File: config.mk
export PLATFORM = sky130hd
export DESIGN_NAME = biquad_iir_filter_flat
export DESIGN_NICKNAME = d
export VERILOG_FILES = /design/src/rtl/biq_pkg.sv /design/src/rtl/biq_if.sv /design/src/rtl/biq_mac.sv /design/src/rtl/biquad_iir_filter.sv /design/src/flat_wrapper.sv
export SDC_FILE = /design/constraint.sdc
export NUM_CORES = 2
export LEC_CHECK = 0
export ABC_AREA = 1
export BUFFER_PORTS_ARGS = -buffer_cell sky130_fd_sc_hd__buf_4
export CORE_ASPECT_RATIO = 1.75
export CORE_MARGIN = 2
export CORE_UTILIZATION = 65
export CTS_CLUSTER_DIAMETER = 100
export DETAILED_ROUTE_END_ITERATION = 8
export GPL_ROUTABILITY_DRIVEN = 0
export GPL_TIMING_DRIVEN = 0
export HOLD_SLACK_MARGIN = 0.02
export PLACE_DENSITY = 0.93
export SYNTH_ARGS = -nofsm -noshare
export SYNTH_HDL_FRONTEND = slang
export SYNTH_SLANG_ARGS = --single-unit
export TNS_END_PERCENT = 5
File: constraint.sdc
create_clock -name clk -period 21.1 [get_ports clk]
set_input_delay 4.22 -clock clk [delete_from_list [all_inputs] [get_ports clk]]
set_output_delay 4.22 -clock clk [all_outputs]
set_load 0.01 [all_outputs]
File: src/rtl/biq_pkg.sv
// Package for the biquad IIR filter: default widths, register indexes,
// coefficient reset values and the control word of the shared MAC.
// No dependencies.
package biq_pkg;

  localparam int SAMPLE_WIDTH_DEF = 16;
  localparam int COEF_FRAC_DEF    = 16;
  localparam int DELAY_WIDTH      = 40;
  localparam int CFG_IDX_W        = 3;

  // Coefficient register indexes; codes 5..7 select nothing.
  typedef enum logic [CFG_IDX_W-1:0] {
    REG_B0 = 3'd0,
    REG_B1 = 3'd1,
    REG_B2 = 3'd2,
    REG_A1 = 3'd3,
    REG_A2 = 3'd4
  } reg_idx_t;

  // Butterworth low-pass, fc at 0.1 fs, Q2.16
  localparam int COEF_B0_RST = 4424;
  localparam int COEF_B1_RST = 8841;
  localparam int COEF_B2_RST = 4424;
  localparam int COEF_A1_RST = -74908;
  localparam int COEF_A2_RST = 27053;

  typedef struct packed {
    logic mul_en;  // load product register
    logic acc_en;  // load accumulator from adder
    logic sub;     // adder subtracts the product
  } biq_mac_ctrl_t;

endpackage

File: src/rtl/biq_if.sv
// Stream interfaces of the biquad filter: input samples and filtered results.
// Valid/ready handshake; depends on nothing.
interface biq_in_if #(parameter int SAMPLE_WIDTH = 16);
  logic                           valid;
  logic                           ready;
  logic signed [SAMPLE_WIDTH-1:0] sample_in;

  modport source (output valid, output sample_in, input ready);
  modport sink   (input valid, input sample_in, output ready);
endinterface

interface biq_out_if #(parameter int SAMPLE_WIDTH = 16);
  logic                           valid;
  logic                           ready;
  logic signed [SAMPLE_WIDTH-1:0] sample_out;
  logic                           clipped;

  modport source (output valid, output sample_out, output clipped, input ready);
  modport sink   (input valid, input sample_out, input clipped, output ready);
endinterface

File: src/rtl/biq_mac.sv
// Shared multiply-accumulate unit of the biquad: one registered signed
// multiplier followed by one add/subtract stage. Uses biq_pkg.
module biq_mac import biq_pkg::*; #(
  parameter int SW = SAMPLE_WIDTH_DEF,
  parameter int CW = COEF_FRAC_DEF + 2,
  parameter int AW = DELAY_WIDTH + 2
) (
  input  logic                 clk,
  input  biq_mac_ctrl_t        ctrl,
  input  logic signed [CW-1:0] coef,
  input  logic signed [SW-1:0] smp,
  input  logic signed [AW-1:0] add_a,
  output logic signed [AW-1:0] sum,
  output logic signed [AW-1:0] acc_r
);

  localparam int PW = SW + CW;

  logic signed [PW-1:0] prod_r;
  logic signed [AW-1:0] prod_ext;

  assign prod_ext = {{(AW-PW){prod_r[PW-1]}}, prod_r};
  assign sum      = ctrl.sub ? (add_a - prod_ext) : (add_a + prod_ext);

  always_ff @(posedge clk) begin
    if (ctrl.mul_en) begin
      prod_r <= coef * smp;
    end
    if (ctrl.acc_en) begin
      acc_r <= sum;
    end
  end

endmodule

File: src/rtl/biquad_iir_filter.sv
// Biquad IIR section, transposed direct form II, on one shared multiplier.
// The five products run in turn through the single multiplier of biq_mac, so
// a new sample is taken only once the last result is in the output register.
// Synchronous active-low reset: coefficients to the low-pass defaults, delay
// terms to zero, no result pending, input ready.
module biquad_iir_filter import biq_pkg::*; #(
  parameter int SAMPLE_WIDTH   = SAMPLE_WIDTH_DEF,
  parameter int COEF_FRAC_BITS = COEF_FRAC_DEF
) (
  input  logic                        clk,
  input  logic                        rst_n,
  biq_in_if.sink                      in_s,
  biq_out_if.source                   out_s,
  input  logic                        cfg_we,
  input  logic [CFG_IDX_W-1:0]        cfg_idx,
  input  logic [COEF_FRAC_BITS+1:0]   cfg_data
);

  localparam int SW = SAMPLE_WIDTH;
  localparam int CW = COEF_FRAC_BITS + 2;
  localparam int DW = DELAY_WIDTH;
  localparam int PW = SW + CW;
  localparam int AW = ((PW > DW) ? PW : DW) + 2;
  localparam int YW = AW - COEF_FRAC_BITS;

  typedef enum logic [2:0] {
    S_IDLE, S_Y, S_N1A, S_N1B, S_N2A, S_N2B, S_PUSH
  } state_t;

  state_t state_r;

  logic signed [CW-1:0] b0_r, b1_r, b2_r, a1_r, a2_r;
  logic signed [DW-1:0] d1_r, d2_r;
  logic signed [SW-1:0] x_r, y_r;
  logic                 hit_r;
  logic                 out_valid_r;
  logic signed [SW-1:0] sample_out_r;
  logic                 clipped_r;

  biq_mac_ctrl_t        ctrl;
  logic signed [CW-1:0] coef;
  logic signed [SW-1:0] smp;
  logic signed [AW-1:0] add_a;
  logic signed [AW-1:0] sum;
  logic signed [AW-1:0] acc_r;

  logic                 in_xfer;
  logic                 out_free;
  logic signed [YW-1:0] shifted;
  logic                 y_ovf;
  logic signed [SW-1:0] y_sat;
  logic                 d_ovf;
  logic signed [DW-1:0] d_sat;

  assign in_s.ready       = (state_r == S_IDLE);
  assign in_xfer          = in_s.valid && in_s.ready;
  assign out_free         = !out_valid_r || out_s.ready;
  assign out_s.valid      = out_valid_r;
  assign out_s.sample_out = sample_out_r;
  assign out_s.clipped    = clipped_r;

  // Operand selection for the shared unit
  always_comb begin
    ctrl  = '0;
    coef  = b0_r;
    smp   = x_r;
    add_a = acc_r;
    unique case (state_r)
      S_IDLE: begin
        ctrl.mul_en = in_xfer;
        smp         = in_s.sample_in;
      end
      S_Y: begin
        ctrl.mul_en = 1'b1;
        coef        = b1_r;
        add_a       = {{(AW-DW){d1_r[DW-1]}}, d1_r};
      end
      S_N1A: begin
        ctrl.mul_en = 1'b1;
        ctrl.acc_en = 1'b1;
        coef        = a1_r;
        smp         = y_r;
        add_a       = {{(AW-DW){d2_r[DW-1]}}, d2_r};
      end
      S_N1B: begin
        ctrl.mul_en = 1'b1;
        ctrl.sub    = 1'b1;
        coef        = b2_r;
      end
      S_N2A: begin
        ctrl.mul_en = 1'b1;
        ctrl.acc_en = 1'b1;
        coef        = a2_r;
        smp         = y_r;
        add_a       = '0;
      end
      S_N2B: begin
        ctrl.sub = 1'b1;
      end
      S_PUSH: begin
      end
      default: begin
      end
    endcase
  end

  biq_mac #(
    .SW (SW),
    .CW (CW),
    .AW (AW)
  ) u_mac (
    .clk   (clk),
    .ctrl  (ctrl),
    .coef  (coef),
    .smp   (smp),
    .add_a (add_a),
    .sum   (sum),
    .acc_r (acc_r)
  );

  // Output: floor shift then clamp to the sample range
  assign shifted = sum[AW-1:COEF_FRAC_BITS];
  assign y_ovf   = (shifted[YW-1:SW-1] != {(YW-SW+1){shifted[YW-1]}});
  assign y_sat   = !y_ovf ? shifted[SW-1:0] :
                   shifted[YW-1] ? {1'b1, {(SW-1){1'b0}}} : {1'b0, {(SW-1){1'b1}}};

  // Delay update clamp to 40 bits
  assign d_ovf = (sum[AW-1:DW-1] != {(AW-DW+1){sum[AW-1]}});
  assign d_sat = !d_ovf ? sum[DW-1:0] :
                 sum[AW-1] ? {1'b1, {(DW-1){1'b0}}} : {1'b0, {(DW-1){1'b1}}};

  always_ff @(posedge clk) begin
    if (!rst_n) begin
      state_r     <= S_IDLE;
      out_valid_r <= 1'b0;
      b0_r        <= CW'(COEF_B0_RST);
      b1_r        <= CW'(COEF_B1_RST);
      b2_r        <= CW'(COEF_B2_RST);
      a1_r        <= CW'(COEF_A1_RST);
      a2_r        <= CW'(COEF_A2_RST);
      d1_r        <= '0;
      d2_r        <= '0;
    end else begin
      if (cfg_we) begin
        unique case (reg_idx_t'(cfg_idx))
          REG_B0:  b0_r <= cfg_data;
          REG_B1:  b1_r <= cfg_data;
          REG_B2:  b2_r <= cfg_data;
          REG_A1:  a1_r <= cfg_data;
          REG_A2:  a2_r <= cfg_data;
          default: ;
        endcase
      end

      // a new result loaded in the same cycle keeps the register full
      if (out_valid_r && out_s.ready &&
          !((state_r == S_N2B || state_r == S_PUSH) && out_free)) begin
        out_valid_r <= 1'b0;
      end

      unique case (state_r)
        S_IDLE: begin
          if (in_xfer) begin
            x_r     <= in_s.sample_in;
            state_r <= S_Y;
          end
        end
        S_Y: begin
          y_r     <= y_sat;
          hit_r   <= y_ovf;
          state_r <= S_N1A;
        end
        S_N1A: begin
          state_r <= S_N1B;
        end
        S_N1B: begin
          d1_r    <= d_sat;
          hit_r   <= hit_r | d_ovf;
          state_r <= S_N2A;
        end
        S_N2A: begin
          state_r <= S_N2B;
        end
        S_N2B: begin
          d2_r  <= d_sat;
          hit_r <= hit_r | d_ovf;
          if (out_free) begin
            out_valid_r  <= 1'b1;
            sample_out_r <= y_r;
            clipped_r    <= hit_r | d_ovf;
            state_r      <= S_IDLE;
          end else begin
            state_r <= S_PUSH;
          end
        end
        S_PUSH: begin
          // result waits here until the output register frees up
          if (out_free) begin
            out_valid_r  <= 1'b1;
            sample_out_r <= y_r;
            clipped_r    <= hit_r;
            state_r      <= S_IDLE;
          end
        end
        default: begin
          state_r <= S_IDLE;
        end
      endcase
    end
  end

endmodule

File: src/flat_wrapper.sv
// flat-port wrapper written by rule: the top's interface ports become plain ports
module biquad_iir_filter_flat import biq_pkg::*;
#(
  parameter int SAMPLE_WIDTH   = SAMPLE_WIDTH_DEF,
  parameter int COEF_FRAC_BITS = COEF_FRAC_DEF
)
  (clk, rst_n, cfg_we, cfg_idx, cfg_data, in_s_valid, in_s_sample_in, in_s_ready, out_s_valid, out_s_sample_out, out_s_clipped, out_s_ready);
  biq_in_if #(.SAMPLE_WIDTH(SAMPLE_WIDTH)) in_s_i ();
  biq_out_if #(.SAMPLE_WIDTH(SAMPLE_WIDTH)) out_s_i ();
  input  logic clk;
  input  logic rst_n;
  input  logic cfg_we;
  input  logic [CFG_IDX_W-1:0] cfg_idx;
  input  logic [COEF_FRAC_BITS+1:0] cfg_data;
  input wire logic [$bits(in_s_i.valid)-1:0] in_s_valid;
  input wire logic [$bits(in_s_i.sample_in)-1:0] in_s_sample_in;
  output wire logic [$bits(in_s_i.ready)-1:0] in_s_ready;
  output wire logic [$bits(out_s_i.valid)-1:0] out_s_valid;
  output wire logic [$bits(out_s_i.sample_out)-1:0] out_s_sample_out;
  output wire logic [$bits(out_s_i.clipped)-1:0] out_s_clipped;
  input wire logic [$bits(out_s_i.ready)-1:0] out_s_ready;
  assign in_s_i.valid = in_s_valid;
  assign in_s_i.sample_in = in_s_sample_in;
  assign in_s_ready = in_s_i.ready;
  assign out_s_valid = out_s_i.valid;
  assign out_s_sample_out = out_s_i.sample_out;
  assign out_s_clipped = out_s_i.clipped;
  assign out_s_i.ready = out_s_ready;
  biquad_iir_filter #(.SAMPLE_WIDTH(SAMPLE_WIDTH), .COEF_FRAC_BITS(COEF_FRAC_BITS)) u_core (.clk(clk), .rst_n(rst_n), .in_s(in_s_i), .out_s(out_s_i), .cfg_we(cfg_we), .cfg_idx(cfg_idx), .cfg_data(cfg_data));
endmodule
==> results of run 1 <==
-- cells by family after synthesis --
group / after synthesis
buffers and inverters: 783
xor gates and xnor gates: 100
AOI/OAI and AO/OA: 443
adders and majority gates: 419
DFF: 300
and+or+nand+nor: 1448
-- Yosys cell counts (18+ instances only) --
library cell,instances,area share (%)
nand2_1,703,9.7
ha_1,128,5.9
fa_1,291,21
a22oi_1,20,0.55
o21ai_0,148,2.7
nor2_1,513,7.1
nand4_1,41,0.94
a21oi_1,91,1.7
dfxtp_1,174,13
inv_1,639,8.8
o21bai_1,29,0.80
a221oi_1,41,1.3
edfxtp_1,126,14
xor2_1,74,2.4
nor3_1,21,0.39
o211ai_1,38,1.0
nand3_1,125,2.3
buf_1,19,0.26
xnor2_1,26,0.84
clkbuf_1,77,1.1
o21a_1,18,0.50
-- through the flow --
step / area, um^2 / util (%) / instances
2_1_floorplan: 27300 / - / 3493
3_3_place_gp: 28400 / 68.5 / 4108
3_5_place_dp: 28500 / 68.7 / 4112
4_1_cts: 29300 / 70.7 / 4159
-- per-layer routing --
layer | track usage [%] | overflow
met4 | 56.9 | 4
met2 | 74.3 | 4
met3 | 25.4 | 0
met5 | 1.30 | 0
met1 | 41.9 | 0
==> impl_metrics.tcl, run 1 <==
set metrics [dict create \
    status "did not finish" \
    stop_stage "global routing" \
    firstError "[ERROR GRT-0116] Global routing finished with congestion. Check the congestion regions in the DRC Viewer." \
    rows 99 \
    cts-root-buf "clkbuf_16" \
    synthAdderAreaFrac_pct 27.2 \
    synth.distinct_cells 54 \
    synth-simple-area-share_pct 21.8 \
    clk_path_buf_depth 3 \
    cts_setup_buffers 0 \
    grt_pass1_vias 28200 \
    synth_compound_area_share_pct 10.2 \
    clkSinkCount 300 \
    port_buffers 60 \
    grtUsageTotal_pct 48.4 \
    io_pins 61 \
    start_util_pct 65.7 \
    async_flop_share_pct 0 \
    die_width_um 159 \
    synth_flop_cell "dfxtp_1" \
    ys_ff_latch 300 \
    grt.overflow.total 8 \
    pre_cts_ws_ns 9.98 \
    grt_pass1_wl_um 158000 \
    synth_top_family_by_area "adder cells" \
    die_h_um 275 \
    dp_hpwl_um 73400 \
    ys_warn_count 0 \
    grt_max_degree 35 \
    syn-num-nets 3954 \
    cts_hold_repair.buffers 0 \
    synth_area_mm2 0.0273 \
    yosys-mux-area-fraction_pct 0 \
    h-tree-depth 1 \
    cts_resized 0 \
    syn_avg_cell_area_um2 7.81 \
    synth_edf_count 126 \
    yosysSeqAreaShare_pct 26.7 \
    synth_xor_area_share_pct 3.21 \
    cts_made_buffers 26 \
    synth_cells 3493 \
]
==> run 2: changes to the inputs <==
--- a/config.mk
+++ b/config.mk
@@ -7,15 +7,12 @@
 export LEC_CHECK = 0
 export ABC_AREA = 1
 export BUFFER_PORTS_ARGS = -buffer_cell sky130_fd_sc_hd__buf_4
-export CORE_ASPECT_RATIO = 1.75
 export CORE_MARGIN = 2
-export CORE_UTILIZATION = 65
-export CTS_CLUSTER_DIAMETER = 100
+export CORE_UTILIZATION = 40
 export DETAILED_ROUTE_END_ITERATION = 8
 export GPL_ROUTABILITY_DRIVEN = 0
 export GPL_TIMING_DRIVEN = 0
-export HOLD_SLACK_MARGIN = 0.02
-export PLACE_DENSITY = 0.93
+export PLACE_DENSITY_LB_ADDON = 0.15
 export SYNTH_ARGS = -nofsm -noshare
 export SYNTH_HDL_FRONTEND = slang
 export SYNTH_SLANG_ARGS = --single-unit
==> impl_metrics.tcl, run 2 <==
set metrics [dict create \
    cts_made_buffers 37 \
    crit_type "input port to register" \
    cp_data_required_time_ns 21.38 \
    reg2reg_depth 25 \
    start_util_pct 40.5 \
    cts.clk_slew.worst_paths_ns 0.06 \
    start_kind "input port" \
    yosys-mux-area-fraction_pct 0 \
    yosysMostFrequentCell "nand2_1" \
    cts-root-buf "clkbuf_16" \
    hold_class "register to register" \
    grt_pass1_vias 22500 \
    netlist.area_leader.share_pct 21.4 \
    synth_xor_area_share_pct 3.21 \
    max_slew_margin_pct 15.3 \
    synth-simple-area-share_pct 21.8 \
    final_common_cell "nand2_1" \
    seq_area_mm2 0.00727 \
    yosysTopAreaCell "fa_1" \
    fill_cells 7006 \
    cts_hold_repair.buffers 0 \
    grt_pass1_wl_um 140000 \
    largest-register "u_core.u_mac.acc_r" \
    dp_hpwl_um 74700 \
    synthAdderAreaFrac_pct 27.2 \
    period_minus_slack_ns 11.10 \
    clkSinkCount 300 \
    largest_reg_flops 42 \
    cp_slowest_cell "fa_1" \
    diodes 0 \
    whs_path_depth 2 \
    worst_path_largest_cell_delay_ns 0.84 \
    synth_common_cells "nand2_1, inv_1, nor2_1" \
    finClkSkew_ns 0.0167 \
    drt_iter0_drc 2330 \
    setup_viol 0 \
    synth_area_mm2 0.0273 \
    cts_setup_buffers 0 \
    wl_per_cell_um 20.8 \
    ys_ff_latch 300 \
    end_kind "register" \
    port_buffers 60 \
    layout_common_cells "nand2_1, inv_1, nor2_1, fa_1, dfxtp_1" \
    worstPathMaxFanout 8 \
    r2r_end "u_core.u_mac.prod_r[33]" \
    synth_compound_area_share_pct 10.2 \
    vias 23600 \
    max_freq_mhz 90.1 \
    synth_edf_count 126 \
    period_share_pct 52.6 \
    core-area_mm2 0.0673 \
    h-tree-depth 2 \
    yosysSeqAreaShare_pct 26.7 \
    top_regs "u_core.u_mac.acc_r x42, u_core.d1_r x40, u_core.d2_r x40" \
    regToRegSetupSlack_ns 11.91 \
    tightest_slew_ns 1.26 \
    hold_violations 0 \
    syn-num-nets 3954 \
    grt.overflow.total 0 \
    ys_warn_count 0 \
    die_width_um 265 \
    cts_tree "yes" \
    multiInputGateArea_mm2 0.0170 \
    worstHoldStart "u_core.a1_r[13]" \
    tns_ns 0 \
    cpMostUsedCell "fa_1" \
    status "completed" \
    synth_area_leaders "fa_1, edfxtp_1, dfxtp_1" \
    hold_path_end "u_core.a1_r[13]" \
    synthToLayoutAreaGrowth_pct 10.1 \
    cts_resized 0 \
    synth_top_family_by_area "adder cells" \
    rr_startpoint "u_core.state_r[2]" \
    synth_cells 3493 \
    grtUsageTotal_pct 26.6 \
    maxSlewViolCount 0 \
    io_pins 61 \
    syn_avg_cell_area_um2 7.81 \
    grt_setup_unrepaired "no" \
    nets 4058 \
    final_antenna_net_count 0 \
    routed_wl_um 93400 \
    detail_route.first_pass.iterations 8 \
    critPathArrivalTime_ns 11.38 \
    drive_gt1_share_pct 5.41 \
    antenna_found_initial 0 \
    die_h_um 265 \
    fp.dieArea_mm2 0.0703 \
    synth.distinct_cells 54 \
    routed_via_density 5.25 \
    clk_path_buf_depth 3 \
    clock_latency_ns 0.56 \
    drc 0 \
    grt_max_degree 37 \
    rows 95 \
    synth_flop_cell "dfxtp_1" \
    crit_chain "buf_4 -> nand2_1 -> a31oi_1 -> clkinv_1 -> nor2_1 -> inv_1 -> fa_1 -> inv_1 -> fa_1 -> fa_1 -> fa_1 -> fa_1 -> inv_1 -> fa_1 -> inv_1 -> ha_1 -> a21oi_1 -> o21ai_0 -> a21oi_1 -> nand3_1 -> a21o_1 -> a21oi_1 -> xor2_1" \
    maxCapViolCount 0 \
    async_flop_share_pct 0 \
]
[run 2: cell counts after synthesis]
Identical to the previous run, type by type.
[run 2: final cells by class]
| class | instances | area share (%) |
|---|---|---|
| clock inverters | 10 | 0.233 |
| plain buffers | 119 | 1.66 |
| well taps | 873 | 3.64 |
| repair buffers | 65 | 1.75 |
| inverters | 664 | 8.31 |
| flip-flops and latches | 300 | 24.2 |
| clock buffers | 52 | 3.48 |
| multi-input cells | 2410 | 56.7 |
[run 2: metrics by stage]
step / cell area (um^2) / util (%) / setup WS, ns / hold slack (ns) / std cells
6_report: 30000 / 44.6 / 10.00 / 0.451 / 4493
5_1_grt: 30000 / 44.6 / 9.65 / 0.463 / 4493
4_1_cts: 30000 / 44.6 / 10.05 / 0.447 / 4493
3_5_place_dp: 28900 / 43.0 / 9.48 / 0.439 / 4431
3_3_place_gp: 28800 / 42.8 / 9.51 / 0.438 / 4426
2_1_floorplan: 27300 / - / 11.20 / 0.424 / 3493
[run 2: worst max-delay path by stage]
stage                                  from                 endpoint  cells past startpoint
after global placement    in_s_sample_in[4]  u_core.u_mac.prod_r[33]                     23
after detailed placement  in_s_sample_in[4]  u_core.u_mac.prod_r[33]                     23
after floorplan           in_s_sample_in[3]  u_core.u_mac.prod_r[31]                     25
final                     in_s_sample_in[4]  u_core.u_mac.prod_r[33]                     23
after global routing      in_s_sample_in[4]  u_core.u_mac.prod_r[33]                     23
after CTS                 in_s_sample_in[4]  u_core.u_mac.prod_r[33]                     23
[run 2: kinds of logic (layout without fill, tap and decap cells)]
family / Yosys count / after routing
DFF: 300 / 300
adders and majority gates: 419 / 419
buffers and inverters: 783 / 910
xor gates and xnor gates: 100 / 100
AOI/OAI and AO/OA: 443 / 443
and+or+nand+nor: 1448 / 1448
[run 2: metal layers]
layer | wire length, um | vias to the layer above | track usage, %
li1 | - | 11100 | -
met1 | 43500 | 11400 | 39.6
met2 | 39600 | 895 | 39.9
met3 | 7270 | 144 | 4.04
met4 | 3070 | 0 | 7.96
met5 | 0 | - | 0
[run 2: critical path: cells and delay by family]
family / cells / cell delay (ns)
buffers and inverters: 6 / 0.82
adder cells (fa/ha/maj): 7 / 3.79
XOR/XNOR: 1 / 0.09
AO/OA/AOI/OAI: 6 / 1.71
AND/OR/NAND/NOR: 3 / 0.71
Power of run 2 is left out: the tool's default activity adds up to more than one toggle a clock period on the data nets, which glitch-free logic cannot reach.
